[src/rtl/rbc_pkg.sv]
package rbc_pkg;

    localparam int ATTEMPT_BITS_DEF = 16;
    localparam int DELAY_BITS_DEF   = 31;
    localparam int TOTAL_BITS_DEF   = 32;

    localparam int POLICY_W   = 2;
    localparam int LIMIT_W    = 16;
    localparam int CFG_DATA_W = 31;
    localparam int CFG_IDX_W  = 2;
    localparam int REQ_W      = 3;
    localparam int STATUS_W   = 2;

    typedef enum logic [CFG_IDX_W-1:0] {
        CFG_POLICY = 2'd0,
        CFG_LIMIT  = 2'd1,
        CFG_BASE   = 2'd2,
        CFG_CAP    = 2'd3
    } t_cfg_idx;

    typedef enum logic [REQ_W-1:0] {
        REQ_DISCONNECT = 3'd0,
        REQ_SUCCESS    = 3'd1,
        REQ_FAILURE    = 3'd2,
        REQ_CANCEL     = 3'd3,
        REQ_RESET      = 3'd4
    } t_req;

    typedef enum logic [STATUS_W-1:0] {
        ST_IDLE      = 2'd0,
        ST_WAITING   = 2'd1,
        ST_CONNECTED = 2'd2,
        ST_GAVE_UP   = 2'd3
    } t_status;

    localparam logic [POLICY_W-1:0] POL_NEVER  = 2'd0;
    localparam logic [POLICY_W-1:0] POL_ALWAYS = 2'd2;

    localparam logic [POLICY_W-1:0]   RST_POLICY = 2'd1;
    localparam logic [LIMIT_W-1:0]    RST_LIMIT  = 16'd0;
    localparam logic [CFG_DATA_W-1:0] RST_BASE   = 31'd1000;
    localparam logic [CFG_DATA_W-1:0] RST_CAP    = 31'd60000;

    typedef struct packed {
        logic [POLICY_W-1:0]   policy;
        logic [LIMIT_W-1:0]    limit;
        logic [CFG_DATA_W-1:0] base;
        logic [CFG_DATA_W-1:0] cap;
    } t_cfg;

endpackage

[src/rtl/rbc_req_if.sv]
interface rbc_req_if;
    logic                     valid;
    logic                     ready;
    logic [rbc_pkg::REQ_W-1:0] req_type;
    logic                     clean_exit;

    modport source (output valid, output req_type, output clean_exit, input ready);
    modport sink (input valid, input req_type, input clean_exit, output ready);
endinterface

[src/rtl/rbc_res_if.sv]
interface rbc_res_if #(
    parameter int ATTEMPT_BITS = rbc_pkg::ATTEMPT_BITS_DEF,
    parameter int DELAY_BITS   = rbc_pkg::DELAY_BITS_DEF,
    parameter int TOTAL_BITS   = rbc_pkg::TOTAL_BITS_DEF
);
    logic                         valid;
    logic                         ready;
    logic                         retry_go;
    logic [rbc_pkg::STATUS_W-1:0] conn_status;
    logic [ATTEMPT_BITS-1:0]      attempts_now;
    logic [DELAY_BITS-1:0]        delay_now;
    logic [TOTAL_BITS-1:0]        reconnects_seen;
    logic [TOTAL_BITS-1:0]        failures_seen;

    modport source (
        output valid, output retry_go, output conn_status, output attempts_now,
        output delay_now, output reconnects_seen, output failures_seen,
        input ready
    );
    modport sink (
        input valid, input retry_go, input conn_status, input attempts_now,
        input delay_now, input reconnects_seen, input failures_seen,
        output ready
    );
endinterface

[src/rtl/reconnect_backoff_controller_top.sv]
// Reconnect backoff controller. Each input item is one event (link dropped with a clean-exit
// flag, reconnect succeeded, reconnect failed, cancel, soft reset) and yields exactly one result
// item with the retry decision, the connection state, the attempt count, the backoff delay and
// the two saturating totals. The logic in front of the state registers, which also hold the
// result, processes an event, so one item is accepted per clock unless a result waits untaken;
// the result is valid the cycle after acceptance and a new item is taken in the same cycle a
// waiting result is taken. A failure doubles the delay and clamps it to the cap. Configuration
// writes take effect on the next cycle and should only be made while no result is outstanding.
module reconnect_backoff_controller_top #(
    parameter int ATTEMPT_BITS = rbc_pkg::ATTEMPT_BITS_DEF,
    parameter int DELAY_BITS   = rbc_pkg::DELAY_BITS_DEF,
    parameter int TOTAL_BITS   = rbc_pkg::TOTAL_BITS_DEF
) (
    input  logic                           i_clk,
    input  logic                           i_rst_n,
    rbc_req_if.sink                        i_req,
    rbc_res_if.source                      o_res,
    input  logic                           i_cfg_we,
    input  logic [rbc_pkg::CFG_IDX_W-1:0]  i_cfg_idx,
    input  logic [rbc_pkg::CFG_DATA_W-1:0] i_cfg_data
);

    localparam int CMP_W = (ATTEMPT_BITS > rbc_pkg::LIMIT_W) ? ATTEMPT_BITS : rbc_pkg::LIMIT_W;
    localparam int DLY_W = (DELAY_BITS > rbc_pkg::CFG_DATA_W) ? DELAY_BITS : rbc_pkg::CFG_DATA_W;
    localparam logic [DLY_W-1:0] DELAY_MAX = DLY_W'({DELAY_BITS{1'b1}});

    function automatic logic [DELAY_BITS-1:0] f_clamp(input logic [rbc_pkg::CFG_DATA_W-1:0] v);
        logic [DLY_W-1:0] ext;
        ext = DLY_W'(v);
        if (ext > DELAY_MAX) begin
            f_clamp = {DELAY_BITS{1'b1}};
        end else begin
            f_clamp = DELAY_BITS'(ext);
        end
    endfunction

    rbc_pkg::t_cfg w_cfg;

    rbc_cfg u_cfg (
        .i_clk      (i_clk),
        .i_rst_n    (i_rst_n),
        .i_cfg_we   (i_cfg_we),
        .i_cfg_idx  (i_cfg_idx),
        .i_cfg_data (i_cfg_data),
        .o_cfg      (w_cfg)
    );

    logic [rbc_pkg::STATUS_W-1:0] r_state, n_state;
    logic [ATTEMPT_BITS-1:0]      r_att, n_att;
    logic [DELAY_BITS-1:0]        r_delay, n_delay;
    logic [TOTAL_BITS-1:0]        r_recon, n_recon;
    logic [TOTAL_BITS-1:0]        r_fail, n_fail;
    logic                         r_go, n_go;
    logic                         r_out_valid;

    logic                         w_accept;
    logic [ATTEMPT_BITS-1:0]      w_att_inc;
    logic                         w_limit_now;
    logic                         w_limit_inc;
    logic [DELAY_BITS:0]          w_dbl;
    logic [DELAY_BITS-1:0]        w_dbl_sat;
    logic [DELAY_BITS-1:0]        w_base_dly;

    assign i_req.ready = !r_out_valid || o_res.ready;
    assign w_accept    = i_req.valid && i_req.ready;

    assign w_att_inc   = (r_att == {ATTEMPT_BITS{1'b1}}) ? r_att : r_att + 1'b1;
    assign w_limit_now = (w_cfg.limit != '0) && (CMP_W'(r_att) >= CMP_W'(w_cfg.limit));
    assign w_limit_inc = (w_cfg.limit != '0) && (CMP_W'(w_att_inc) >= CMP_W'(w_cfg.limit));
    assign w_dbl       = {r_delay, 1'b0};
    assign w_dbl_sat   = w_dbl[DELAY_BITS] ? {DELAY_BITS{1'b1}} : w_dbl[DELAY_BITS-1:0];
    assign w_base_dly  = f_clamp(w_cfg.base);

    always_comb begin
        n_state = r_state;
        n_att   = r_att;
        n_delay = r_delay;
        n_recon = r_recon;
        n_fail  = r_fail;
        n_go    = 1'b0;
        case (i_req.req_type)
            rbc_pkg::REQ_DISCONNECT: begin
                if (w_cfg.policy != rbc_pkg::POL_NEVER &&
                    (!i_req.clean_exit || w_cfg.policy == rbc_pkg::POL_ALWAYS)) begin
                    if (w_limit_now) begin
                        n_state = rbc_pkg::ST_GAVE_UP;
                    end else begin
                        n_state = rbc_pkg::ST_WAITING;
                        n_go    = 1'b1;
                    end
                end
            end
            rbc_pkg::REQ_SUCCESS: begin
                n_state = rbc_pkg::ST_CONNECTED;
                n_att   = '0;
                n_delay = w_base_dly;
                n_recon = (r_recon == {TOTAL_BITS{1'b1}}) ? r_recon : r_recon + 1'b1;
            end
            rbc_pkg::REQ_FAILURE: begin
                n_att  = w_att_inc;
                n_fail = (r_fail == {TOTAL_BITS{1'b1}}) ? r_fail : r_fail + 1'b1;
                if (DLY_W'(w_dbl_sat) > DLY_W'(w_cfg.cap)) begin
                    n_delay = f_clamp(w_cfg.cap);
                end else begin
                    n_delay = w_dbl_sat;
                end
                n_state = w_limit_inc ? rbc_pkg::ST_GAVE_UP : rbc_pkg::ST_WAITING;
            end
            rbc_pkg::REQ_CANCEL: begin
                n_state = rbc_pkg::ST_IDLE;
                n_att   = '0;
                n_delay = w_base_dly;
            end
            rbc_pkg::REQ_RESET: begin
                n_state = rbc_pkg::ST_IDLE;
                n_att   = '0;
                n_delay = w_base_dly;
                n_recon = '0;
                n_fail  = '0;
            end
            default: begin
                n_state = r_state;
            end
        endcase
    end

    always_ff @(posedge i_clk) begin
        if (!i_rst_n) begin
            r_state     <= rbc_pkg::ST_IDLE;
            r_att       <= '0;
            r_delay     <= f_clamp(rbc_pkg::RST_BASE);
            r_recon     <= '0;
            r_fail      <= '0;
            r_go        <= 1'b0;
            r_out_valid <= 1'b0;
        end else if (w_accept) begin
            r_state     <= n_state;
            r_att       <= n_att;
            r_delay     <= n_delay;
            r_recon     <= n_recon;
            r_fail      <= n_fail;
            r_go        <= n_go;
            r_out_valid <= 1'b1;
        end else if (o_res.ready) begin
            r_out_valid <= 1'b0;
        end
    end

    // The state only changes when an item is accepted, so the state registers hold the result.
    assign o_res.valid           = r_out_valid;
    assign o_res.retry_go        = r_go;
    assign o_res.conn_status     = r_state;
    assign o_res.attempts_now    = r_att;
    assign o_res.delay_now       = r_delay;
    assign o_res.reconnects_seen = r_recon;
    assign o_res.failures_seen   = r_fail;

endmodule

[src/rtl/rbc_cfg.sv]
module rbc_cfg (
    input  logic                             i_clk,
    input  logic                             i_rst_n,
    input  logic                             i_cfg_we,
    input  logic [rbc_pkg::CFG_IDX_W-1:0]    i_cfg_idx,
    input  logic [rbc_pkg::CFG_DATA_W-1:0]   i_cfg_data,
    output rbc_pkg::t_cfg                    o_cfg
);

    rbc_pkg::t_cfg r_cfg;
    rbc_pkg::t_cfg n_cfg;

    always_comb begin
        n_cfg = r_cfg;
        if (i_cfg_we) begin
            case (i_cfg_idx)
                rbc_pkg::CFG_POLICY: n_cfg.policy = i_cfg_data[rbc_pkg::POLICY_W-1:0];
                rbc_pkg::CFG_LIMIT:  n_cfg.limit  = i_cfg_data[rbc_pkg::LIMIT_W-1:0];
                rbc_pkg::CFG_BASE:   n_cfg.base   = i_cfg_data;
                rbc_pkg::CFG_CAP:    n_cfg.cap    = i_cfg_data;
                default:             n_cfg = r_cfg;
            endcase
        end
    end

    always_ff @(posedge i_clk) begin
        if (!i_rst_n) begin
            r_cfg.policy <= rbc_pkg::RST_POLICY;
            r_cfg.limit  <= rbc_pkg::RST_LIMIT;
            r_cfg.base   <= rbc_pkg::RST_BASE;
            r_cfg.cap    <= rbc_pkg::RST_CAP;
        end else begin
            r_cfg <= n_cfg;
        end
    end

    assign o_cfg = r_cfg;

endmodule

[src/flat_wrapper.sv]
// flat-port wrapper written by rule: the top's interface ports become plain ports
module reconnect_backoff_controller_top_flat 
#(
    parameter int ATTEMPT_BITS = rbc_pkg::ATTEMPT_BITS_DEF,
    parameter int DELAY_BITS   = rbc_pkg::DELAY_BITS_DEF,
    parameter int TOTAL_BITS   = rbc_pkg::TOTAL_BITS_DEF
)
  (i_clk, i_rst_n, i_cfg_we, i_cfg_idx, i_cfg_data, i_req_valid, i_req_req_type, i_req_clean_exit, i_req_ready, o_res_valid, o_res_retry_go, o_res_conn_status, o_res_attempts_now, o_res_delay_now, o_res_reconnects_seen, o_res_failures_seen, o_res_ready);
  rbc_req_if i_req_i ();
  rbc_res_if #(.ATTEMPT_BITS(ATTEMPT_BITS), .DELAY_BITS(DELAY_BITS), .TOTAL_BITS(TOTAL_BITS)) o_res_i ();
  input  logic i_clk;
  input  logic i_rst_n;
  input  logic i_cfg_we;
  input  logic [rbc_pkg::CFG_IDX_W-1:0] i_cfg_idx;
  input  logic [rbc_pkg::CFG_DATA_W-1:0] i_cfg_data;
  input wire logic [$bits(i_req_i.valid)-1:0] i_req_valid;
  input wire logic [$bits(i_req_i.req_type)-1:0] i_req_req_type;
  input wire logic [$bits(i_req_i.clean_exit)-1:0] i_req_clean_exit;
  output wire logic [$bits(i_req_i.ready)-1:0] i_req_ready;
  output wire logic [$bits(o_res_i.valid)-1:0] o_res_valid;
  output wire logic [$bits(o_res_i.retry_go)-1:0] o_res_retry_go;
  output wire logic [$bits(o_res_i.conn_status)-1:0] o_res_conn_status;
  output wire logic [$bits(o_res_i.attempts_now)-1:0] o_res_attempts_now;
  output wire logic [$bits(o_res_i.delay_now)-1:0] o_res_delay_now;
  output wire logic [$bits(o_res_i.reconnects_seen)-1:0] o_res_reconnects_seen;
  output wire logic [$bits(o_res_i.failures_seen)-1:0] o_res_failures_seen;
  input wire logic [$bits(o_res_i.ready)-1:0] o_res_ready;
  assign i_req_i.valid = i_req_valid;
  assign i_req_i.req_type = i_req_req_type;
  assign i_req_i.clean_exit = i_req_clean_exit;
  assign i_req_ready = i_req_i.ready;
  assign o_res_valid = o_res_i.valid;
  assign o_res_retry_go = o_res_i.retry_go;
  assign o_res_conn_status = o_res_i.conn_status;
  assign o_res_attempts_now = o_res_i.attempts_now;
  assign o_res_delay_now = o_res_i.delay_now;
  assign o_res_reconnects_seen = o_res_i.reconnects_seen;
  assign o_res_failures_seen = o_res_i.failures_seen;
  assign o_res_i.ready = o_res_ready;
  reconnect_backoff_controller_top #(.ATTEMPT_BITS(ATTEMPT_BITS), .DELAY_BITS(DELAY_BITS), .TOTAL_BITS(TOTAL_BITS)) u_core (.i_clk(i_clk), .i_rst_n(i_rst_n), .i_req(i_req_i), .o_res(o_res_i), .i_cfg_we(i_cfg_we), .i_cfg_idx(i_cfg_idx), .i_cfg_data(i_cfg_data));
endmodule
[config.mk]
export PLATFORM = sky130hd
export DESIGN_NAME = reconnect_backoff_controller_top_flat
export DESIGN_NICKNAME = d
export VERILOG_FILES = /design/src/rtl/rbc_pkg.sv /design/src/rtl/rbc_req_if.sv /design/src/rtl/rbc_res_if.sv /design/src/rtl/reconnect_backoff_controller_top.sv /design/src/rtl/rbc_cfg.sv /design/src/flat_wrapper.sv
export SDC_FILE = /design/constraint.sdc
export NUM_CORES = 1
export LEC_CHECK = 0
export ABC_AREA = 1
export BUFFER_PORTS_ARGS = -buffer_cell sky130_fd_sc_hd__clkbuf_2
export CORE_MARGIN = 5
export CORE_UTILIZATION = 45
export CTS_BUF_LIST = sky130_fd_sc_hd__clkbuf_16
export DETAILED_ROUTE_END_ITERATION = 6
export PLACE_DENSITY_LB_ADDON = 0.12
export SYNTH_ARGS = -nofsm -noshare
export SYNTH_HDL_FRONTEND = slang
export SYNTH_SLANG_ARGS = --single-unit
[constraint.sdc]
create_clock -name i_clk -period 6.3 [get_ports i_clk]
set_input_delay 0.315 -clock i_clk [delete_from_list [all_inputs] [get_ports i_clk]]
set_output_delay 0.315 -clock i_clk [all_outputs]
set_load 0.05 [all_outputs]
Yosys cells after proc, flatten, opt, wreduce, memory -nomap -nowiden
Index checks and enable logic that the tools add are counted.
Widths: inputs -> output; s select.
{"block": "classes", "reduce_logical": 27, "mux": 20, "eq_ne": 14, "order_cmp": 5, "add_sub_neg": 3}
{"operator": "$pmux 32 s2", "n": 2}
{"operator": "$mux 31", "n": 4}
{"operator": "$add 32x1->32 const B", "n": 2}
{"operator": "$eq 32x32->1 const B", "n": 2}
{"operator": "$mux 32", "n": 2}
{"operator": "$gt 31x31->1 const B", "n": 2}
{"operator": "$pmux 31 s2", "n": 1}
{"operator": "$ge 16x16->1", "n": 2}
{"operator": "$pmux 16 s2", "n": 1}
{"operator": "$gt 31x31->1", "n": 1}
{"operator": "$add 16x1->16 const B", "n": 1}
{"operator": "$eq 16x16->1 const B", "n": 1}
{"operator": "$mux 16", "n": 1}
{"operator": "$reduce_bool 16->1", "n": 1}
{"operator": "$reduce_and 2->1", "n": 5}
{"operator": "$reduce_bool 2->1", "n": 5}
{"operator": "$reduce_and 3->1", "n": 3}
{"operator": "$pmux 2 s4", "n": 1}
{"operator": "$eq 2x2->1 const B", "n": 3}
{"operator": "$eq 3x2->1 const B", "n": 2}
{"operator": "$mux 2", "n": 3}
{"operator": "$mux 1", "n": 5}
{"operator": "$logic_and 1x1->1", "n": 4}
{"operator": "$ne 2x2->1 const B", "n": 2}
{"operator": "other kinds (11)", "n": 13}
{"block": "word_totals", "elab_cells": 80, "reg_bits": 195}

Depth between registers and ports, before layout
Gate-level depths: netlist of the first run.
{"block": "depth", "word_depth": 6, "depth_mapped": 19}

Hierarchy
A second synthesis of the first run with hierarchy kept.
{"block": "hier_totals", "cells_unflattened": 1924, "area_unflattened_um2": 12181.7}
{"mod": "reconnect_backoff_controller_top", "area_each_um2": 8951.1, "cells_each": 1437, "seq_area_each_um2": 2302.2, "instances": 1}
{"mod": "rbc_cfg", "area_each_um2": 3230.6, "cells_each": 487, "seq_area_each_um2": 1601.5, "instances": 1}

Worst setup path before layout of the first run
No wires, ideal clock.
{"block": "synth_path", "path_kind": "register to register", "from": "register u_core.r_att[1] (netlist: u_core.o_res.attempts_now[1])", "to": "register u_core.r_state (netlist bit u_core.o_res.conn_status[1])", "stages_incl_launch_ff": 19, "path_slack_ps": 3475, "n_path_buf": 1, "setup_ps": 118, "arrival_ps": 2708, "t_required_ps": 6182, "period_less_slack_ps": 2825, "cell_sequence": "dfxtp_1 ha_1 nand3_1 or2_1 nor2_4 inv_2 buf_6 nand2_1 ha_1 a21oi_1 o21ai_0 nand2_1 nand3_1 o21ai_0 nand2_1 nand2_1 nand2_1 nor2_1 nor2_1"}
{"block": "synth_between", "elab_chain_len": 6, "elab_cells_between_ends": 11, "classes_between": "1 x add/sub; 2 x order compare; 1 x eq/ne; 5 x mux; 2 x reduce/logical"}
{"item": "start: declaration", "line_no": "reconnect_backoff_controller_top.sv:49", "rtl": "logic [ATTEMPT_BITS-1:0] r_att, n_att;"}
{"item": "start signal: assignment", "line_no": "reconnect_backoff_controller_top.sv:138", "rtl": "r_att <= n_att;"}
{"item": "$add 16x1->16 / $eq 16x16->1 (equally long branches)", "line_no": "reconnect_backoff_controller_top.sv:67", "rtl": "assign w_att_inc = (r_att == {ATTEMPT_BITS{1'b1}}) ? r_att : r_att + 1'b1;"}
{"item": "$mux 16", "line_no": "reconnect_backoff_controller_top.sv:67"}
{"item": "$ge 16x16->1", "line_no": "reconnect_backoff_controller_top.sv:69", "rtl": "assign w_limit_inc = (w_cfg.limit != '0) && (CMP_W'(w_att_inc) >= CMP_W'(w_cfg.limit));"}
{"item": "$logic_and 1x1->1", "line_no": "reconnect_backoff_controller_top.sv:69"}
{"item": "$mux 2", "line_no": "reconnect_backoff_controller_top.sv:107", "rtl": "n_state = w_limit_inc ? rbc_pkg::ST_GAVE_UP : rbc_pkg::ST_WAITING;"}
{"item": "$pmux 2 s4 *", "line_no": "reconnect_backoff_controller_top.sv:81", "rtl": "case (i_req.req_type)"}
{"item": "end signal: assignment", "line_no": "reconnect_backoff_controller_top.sv:129", "rtl": "r_state <= rbc_pkg::ST_IDLE;"}
{"item": "end signal: assignment", "line_no": "reconnect_backoff_controller_top.sv:137", "rtl": "r_state <= n_state;"}
{"item": "end: declaration", "line_no": "reconnect_backoff_controller_top.sv:48", "rtl": "logic [rbc_pkg::STATUS_W-1:0] r_state, n_state;"}
Every way passes the cells marked *; elsewhere a longest branch is shown, timed or not. The select of a mux whose other input is x is not followed.
A chain may end at the register's enable or synchronous reset.

Final worst setup path of the first run
{"block": "layout_path", "from": "register u_core.r_delay[30] (netlist: u_core.o_res.delay_now[30])", "to": "register u_core.r_delay[5] (netlist: u_core.o_res.delay_now[5])"}
{"block": "layout_between", "elab_chain_len": 4}
{"item": "start: declaration", "line_no": "reconnect_backoff_controller_top.sv:50", "rtl": "logic [DELAY_BITS-1:0] r_delay, n_delay;"}
{"item": "start signal: assignment", "line_no": "reconnect_backoff_controller_top.sv:131", "rtl": "r_delay <= f_clamp(rbc_pkg::RST_BASE);"}
{"item": "start signal: assignment", "line_no": "reconnect_backoff_controller_top.sv:139", "rtl": "r_delay <= n_delay;"}
{"item": "$mux 31 *", "line_no": "reconnect_backoff_controller_top.sv:71", "rtl": "assign w_dbl_sat = w_dbl[DELAY_BITS] ? {DELAY_BITS{1'b1}} : w_dbl[DELAY_BITS-1:0];"}
{"item": "$gt 31x31->1", "line_no": "reconnect_backoff_controller_top.sv:102", "rtl": "if (DLY_W'(w_dbl_sat) > DLY_W'(w_cfg.cap)) begin"}
{"item": "$mux 31 *", "line_no": "reconnect_backoff_controller_top.sv:102"}
{"item": "$pmux 31 s2 *", "line_no": "reconnect_backoff_controller_top.sv:81"}
Every way passes the cells marked *; elsewhere a longest branch is shown, timed or not.

==> results of run 1 <==
critical path, cell delays in order, from the launching register on:
cell     delay [ns]
dfxtp_1        1.11
nor2_1         0.15
inv_1          0.11
ha_1           0.16
nand2_1        0.07
nor2_1         0.13
nand2_1        0.08
nor2_1         0.14
nand2_1        0.07
nand2_1        0.06
nand2_1        0.06
nand2_2        0.46
nand2_2        0.54
nand2_1        0.20
nand3_1        0.10
nand2_1        0.13
nand2_1        0.05
nand2_1        0.08
flip-flops by register name, indices dropped and copies added (netlist names):
register	flops
u_core.o_res.failures_seen	32
u_core.o_res.attempts_now	16
u_core.o_res.reconnects_seen	32
u_core.o_res.valid	1
u_core.u_cfg.o_cfg	80
u_core.o_res.delay_now	31
u_core.o_res.retry_go	1
u_core.o_res.conn_status	2
power by group through the flow:
stage,clock network [uW],registers [uW],logic (uW)
global placement,0,1350,594
finish,1080,1320,598
CTS,1100,1320,605
detailed placement,0,1350,602
global route,1150,1320,688
floorplan,0,1410,403
layout make-up:
| cell class | count | area (um2) |
|---|---|---|
| multi-input combinational | 1296 | 6700 |
| tap | 330 | 413 |
| timing repair buffer | 163 | 831 |
| sequential | 195 | 3900 |
| clock inverter | 14 | 130 |
| inverter | 162 | 608 |
| clock buffer | 17 | 425 |
| fill | 2676 | 12300 |
path summary, 6_finish.rpt:
kind | from | to | slack (ns)
setup / recovery | u_core.o_res.delay_now[30] | u_core.o_res.delay_now[5] | 2.53
hold / removal | i_cfg_data[16] | u_core.u_cfg.o_cfg[47] | 0.12
setup reg to reg | u_core.o_res.delay_now[30] | u_core.o_res.delay_now[5] | 2.53
hold reg to reg | u_core.u_cfg.o_cfg[79] | u_core.u_cfg.o_cfg[79] | 0.48
Yosys cell counts, drive strengths merged:
master / instances
a21oi: 214
nor2: 215
xor2: 42
nand2: 411
inv: 162
o21ai: 118
nor4: 2
ha: 66
a21o: 2
nor3: 48
nand4: 29
nand3: 118
dfxtp: 195
nand3b: 5
o21a: 2
buf: 35
clkbuf: 47
xnor2: 23
or2: 1
logic make-up (layout without fill, tap and decap cells):
logic type | Yosys count | after routing | share of synthesized area
buf+inv | 244 | 356 | 0.0888
fa+ha+maj | 66 | 66 | 0.0710
xor+xnor | 65 | 65 | 0.0490
simple gates | 829 | 829 | 0.310
compound gates | 336 | 336 | 0.145
flops | 195 | 195 | 0.336
through the flow:
stage / instance area [um2] / power (uW) / setup slack [ns] / cells
detailed placement: 12500 / 1950 / 2.59 / 2146
CTS: 13000 / 3020 / 2.52 / 2177
finish: 13000 / 2990 / 2.53 / 2177
global placement: 12500 / 1940 / 2.70 / 2146
global route: 13000 / 3160 / 2.07 / 2177
floorplan: 11600 / 1810 / 3.47 / 1735
per-layer routing:
metal,global-route usage,part of all wire,vias to the layer above
met5,0,0,-
met2,0.363,0.46,261
met4,0.0458,0.011,0
met1,0.320,0.49,5215
met3,0.0293,0.046,23
li1,-,-,5856
==> metrics.md, run 1 <==
| Metric | Value |
|---|---|
| Syn Nets | ~1,800 |
| Largest area contributor in the netlist | dfxtp_1 |
| Clock Skew | 0.0143 ns |
| First-pass GRT wire length | 54.3 mm |
| Psw | ~980 uW |
| Slew @ Worst Pin | 1.22 ns |
| Logic gate share of total power | 0.200 |
| Min Tclk post-route | between 3 and 4 ns |
| Most common cell after layout, fill and taps aside | nand2_1 |
| Vias per cell | about 5.2 |
| CP Launch Type | flip-flop |
| Area of the core | around 0.025 mm2 |
| Deepest clock path buffer count | 2 |
| Fin nets | 1,943 |
| Postcts setup bufs | 0 |
| Cells after Synth | about 1,700 |
| CTS tree | done |
| CP Class | flip-flop to flip-flop |
| Die area | 0.0292 mm2 |
| Hold WC Path Type | input port to flip-flop |
| Max Slew Vio Count | 0 |
| Syn. warnings | 0 |
| Synthesis-to-finish area growth | 11.9% |
| Status | completed |
| Layout cells sized above 1 | 0.130 |
| Number of remaining DRC errors | 0 |
| Clock Sinks | just under 200 |
| Total wire length | roughly 33 mm |
| IO Pins | about 160 |
| Largest cells by area after synthesis | dfxtp_1 34%, nand2_1 13%, a21oi_1 9.2% |
| Top-area cell type share of the netlist area | 0.336 |
| Synthesized area | ~0.012 mm2 |
| Initial Util | 0.459 |
| Total CTS buffers | 17 |
| Vias in the first global route | between 10,000 and 15,000 |
| Die W | 171 um |
| Detail Route Antenna Nets | 0 |
| Initial DRC Count | 719 |
| Count of cell types in the netlist | 32 |
| N_diodes | 0 |
| GR Util All Layers | 0.223 |
| Sequential power share | 0.441 |
| Final period util | 0.598 |
| Final setup fails | 0 |
| Post-DP HPWL | approximately 24 mm |
| GP Congestion | about 0.90 |
| Hold path depth | 3 |
| Grt total ovfl | 0 |
| RSZ-0062 raised after global routing | false |
| Post-layout util | 0.514 |
| Hold buffer count at cts | 0 |
| Avg Cell Area, Syn | roughly 6.7 um2 |
| Htree depth | 4 |
| Vias | 11,400 |
| Register bit total from synthesis | a little under 200 |
| Leakage power | 0.00574 uW |
| Initial antenna violation count | 0 |
| Worst path required time | approximately 6.7 ns |
| Final-report hold violation count | 0 |
| Crit. End Element | flip-flop |
| Maximum vdd drop | around 0.18 mV |
| Setup_tns | 0 ns |
| CTS-repair resized insts | 0 |
| Cell Pwr Density | about 230 mW/mm2 |
| Reg2reg path depth | 17 |
| Worst Path Max Fanout | 33 |
| Max Clk Rate | between 200 and 300 MHz |
| Clk root buf | clkbuf_16 |
| Fin Hold WS | between 0.1 and 0.15 ns |
| Commonest cells after routing, fill and taps aside | 403 x nand2_1, 214 x a21oi_1, 206 x nor2_1 |
| Core Rows | 58 |
| Die Y | around 170 um |
| Routed len/inst | 15.1 um |
| Worst EP arrival | 4.13 ns |
| Internal | roughly 2000 uW |
| Max-cap viol count | 0 |
| IO buf count | between 150 and 200 |
| Post-synthesis sequential area ratio | 0.336 |
| Clk slew on worst S/H paths | ~0.08 ns |
| Later-pin clock latency in the skew report | 0.43 ns |
| Clock group share of total power | 0.359 |
| Switching share of power | 0.329 |
| DR pass1 iterations | 5 |
| Largest net degree at the start of global routing | between 70 and 80 |
| Slew Limit Headroom | 0.184 |
Note: power is estimated with default switching activity, not from simulation.
==> run 2, diff against run 1 <==
==> constraint.sdc (replaced) <==
create_clock -name i_clk -period 3.3 [get_ports i_clk]
set_input_delay 0.165 -clock i_clk [delete_from_list [all_inputs] [get_ports i_clk]]
set_output_delay 0.165 -clock i_clk [all_outputs]
set_load 0.05 [all_outputs]
==> run 2 against run 1 <==
Clock power up 94%. Routed wire length up 3.5%. Clock skew up 0.00064 ns. Sequential power rose by 90%. Via count rose by 1.2%. Clock-buffer cell count unchanged. Non-clock buffer count rose by 26. First-iteration DRC count is 4.5% lower. Cell area is 1.9% higher. Maximum frequency up 29%.
==> metrics.md, run 2 (synthesized netlist as in run 1, its figures left out) <==
| Metric | Value |
|---|---|
| Max FFs per register | 80 (unchanged) |
| CP startpoint | u_core.o_res.attempts_now[0] |
| Fillers | 2,661 (-0.56%) |
| CP Launch Type | flip-flop |
| Post-DP HPWL | 24.0 mm (+1.7%) |
| GP Congestion | 0.913 (+0.93%) |
| Area of the core | 0.0253 mm2 (unchanged) |
| Die Y | 171 um (unchanged) |
| Worst stage delay on the critical path | 0.42 ns (-0.69 ns) |
| Min Tclk post-route | 2.93 ns (-0.839 ns) |
| Layout cells sized above 1 | 0.135 (+0.00452) |
| Cell Pwr Density | 438 mW/mm2 (+90%) |
| Worst path required time | 3.66 ns (-3.01 ns) |
| Slowest cell on the critical path | dfxtp_1 |
| Met2 Usage GRT | 0.366 (+0.00344) |
| Routed len/inst | 15.4 um (+2.3%) |
| Hold WC Path Type | input port to flip-flop |
| Max Slew Vio Count | 0 (unchanged) |
| Die area | 0.0292 mm2 (unchanged) |
| Register area | 0.00390 mm2 (unchanged) |
| Slew Limit Headroom | 0.162 (-0.0224) |
| Total wire length | 34.0 mm (+3.5%) |
| Grt total ovfl | 0 (unchanged) |
| Final period util | 0.887 (+0.289) |
| Initial DRC Count | 687 (-4.5%) |
| Power Total | 5800 uW (+94%) |
| GR Util All Layers | 0.230 (+0.00653) |
| Fin Hold WS | 0.0150 ns (-0.101 ns) |
| Most common cell after layout, fill and taps aside | nand2_1 |
| Clk slew on worst S/H paths | 0.08 ns (about the same) |
| Reg2reg path depth | 16 (-1) |
| Setup_tns | 0 ns (unchanged) |
| Reg2reg setup slack | 0.37 ns (-2.16 ns) |
| CP Class | flip-flop to flip-flop |
| Crit. End Element | flip-flop |
| Grt peak-use layer | met2 |
| Leakage power | 0.00586 uW (+2.1%) |
| Crit path cell chain | ha_1 -> nand2_1 -> nor3_1 -> nand3_1 -> nor2_1 -> nand3b_1 -> o21a_1 -> ha_1 -> nand2_1 -> nor4_1 -> o21ai_0 -> nand2_1 -> nand2_1 -> nand2_1 -> nor2_1 -> nor2_1 |
| GR Util met3 | 0.0425 (+0.0132) |
| Max Clk Rate | 341 MHz (+29%) |
| Initial antenna violation count | 0 (unchanged) |
| Vias | 11,500 (+1.2%) |
| RSZ-0062 raised after global routing | false |
| Vias in the first global route | 10,600 (+0.41%) |
| Max-cap viol count | 0 (unchanged) |
| Vias per cell | 5.22 (about the same) |
| Worst Path Max Fanout | 5 (-85%) |
| Number of remaining DRC errors | 0 (unchanged) |
| Final setup fails | 0 (unchanged) |
| Htree depth | 4 (unchanged) |
| Status | completed |
| Maximum vdd drop | 0.255 mV (+44%) |
| Met1 global-route usage | 0.324 (+0.00388) |
| Clk root buf | clkbuf_16 |
| Final cell count without fillers | 2,204 (+1.2%) |
| DP Cell Count | 2,157 (+0.51%) |
| Deepest clock path buffer count | 2 (unchanged) |
| IO Pins | 158 (unchanged) |
| IO buf count | 157 (unchanged) |
| Largest net degree at the start of global routing | 103 (+36%) |
| Crit Reg-Reg Endpoint | u_core.o_res.conn_status[1] |
| Multi-input gate area | 0.00670 mm2 (unchanged) |
| First-pass GRT wire length | 55.2 mm (+1.8%) |
| Pre-CTS setup slack | 0.375 ns (-2.21 ns) |
| Critical R2R Launch | u_core.o_res.attempts_now[0] |
| CP Capture Point | u_core.o_res.conn_status[1] |
| Slew @ Worst Pin | 1.25 ns (+0.0334 ns) |
| Later-pin clock latency in the skew report | 0.44 ns (about the same) |
| Total CTS buffers | 17 (unchanged) |
| Initial Util | 0.459 (unchanged) |
| Die W | 171 um (unchanged) |
| Detail Route Antenna Nets | 0 (unchanged) |
| Most used cell along the critical path | nand2_1 |
| Clock Skew | 0.0149 ns (+0.000638 ns) |
| Core Rows | 58 (unchanged) |
| Clock Sinks | 195 (unchanged) |
| N_diodes | 0 (unchanged) |
| Final-report hold violation count | 0 (unchanged) |
| Worst EP arrival | 3.29 ns (-0.84 ns) |
| Worst setup margin | 0.371 ns (-2.16 ns) |
| Synthesis-to-finish area growth | 14.0% |
| CTS tree | done |
| Fin nets | 1,969 (+1.3%) |
| DR pass1 iterations | 5 (unchanged) |
| Commonest cells after routing, fill and taps aside | 403 x nand2_1, 214 x a21oi_1, 206 x nor2_1 |
run 2: cell types whose count changed in the layout (fill, tap and decap cells not counted), sizes merged:
cell	previous run	this run
buf	7	18
inv	168	169
dlygate4sd3	0	15
run 2: final cells by class:
cell class | count | area share
multi-input combinational | 1296 | 0.505
sequential | 195 | 0.294
timing repair buffer | 189 | 0.0802
inverter | 162 | 0.0459
clock buffer | 17 | 0.0321
tap | 330 | 0.0311
clock inverter | 15 | 0.0111
run 2: how the worst min path moves through the flow:
stage | startpoint | end | slack (ns) | depth (start not counted)
after global placement | i_cfg_data[20] | u_core.u_cfg.o_cfg[51] | 0.40 | 3
after CTS | i_cfg_data[28] | u_core.u_cfg.o_cfg[59] | 0.002 | 3
after floorplan | i_cfg_data[0] | u_core.u_cfg.o_cfg[78] | 0.28 | 2
after global routing | i_cfg_data[28] | u_core.u_cfg.o_cfg[59] | 0.006 | 3
after detailed placement | i_cfg_data[16] | u_core.u_cfg.o_cfg[47] | 0.41 | 3
final | i_cfg_data[5] | u_core.u_cfg.o_cfg[5] | 0.01 | 3
run 2: layer usage:
| metal | up-vias | share of wire |
|---|---|---|
| met2 | 280 | 0.45 |
| met4 | 0 | 0.015 |
| li1 | 5915 | - |
| met5 | - | 0 |
| met3 | 29 | 0.057 |
| met1 | 5270 | 0.48 |
run 2: power breakdown:
group	leakage [uW]	internal, uW	switching (uW)
sequential	0.00159	2440	61.8
clock	0.000274	1070	1020
combinational	0.00399	365	844
run 2: timing repair:
action	in CTS	in global routing
setup buffers	0	0
hold buffers	15	0
gates resized for setup	0	0
endpoints found under the hold margin	16	0
run 2: per-stage QoR:
step	util	instance area, um2
floorplan	-	11600
global placement	0.495	12500
CTS	0.523	13300
detailed placement	0.495	12500
finish	0.523	13300
global route	0.523	13300
run 2: critical path, delay by kind of cell (launching register included):
| family | cells | cell delay (ns) |
|---|---|---|
| fa+ha+maj | 2 | 0.55 |
| simple gates | 12 | 1.59 |
| compound gates | 2 | 0.28 |
| flops | 1 | 0.42 |
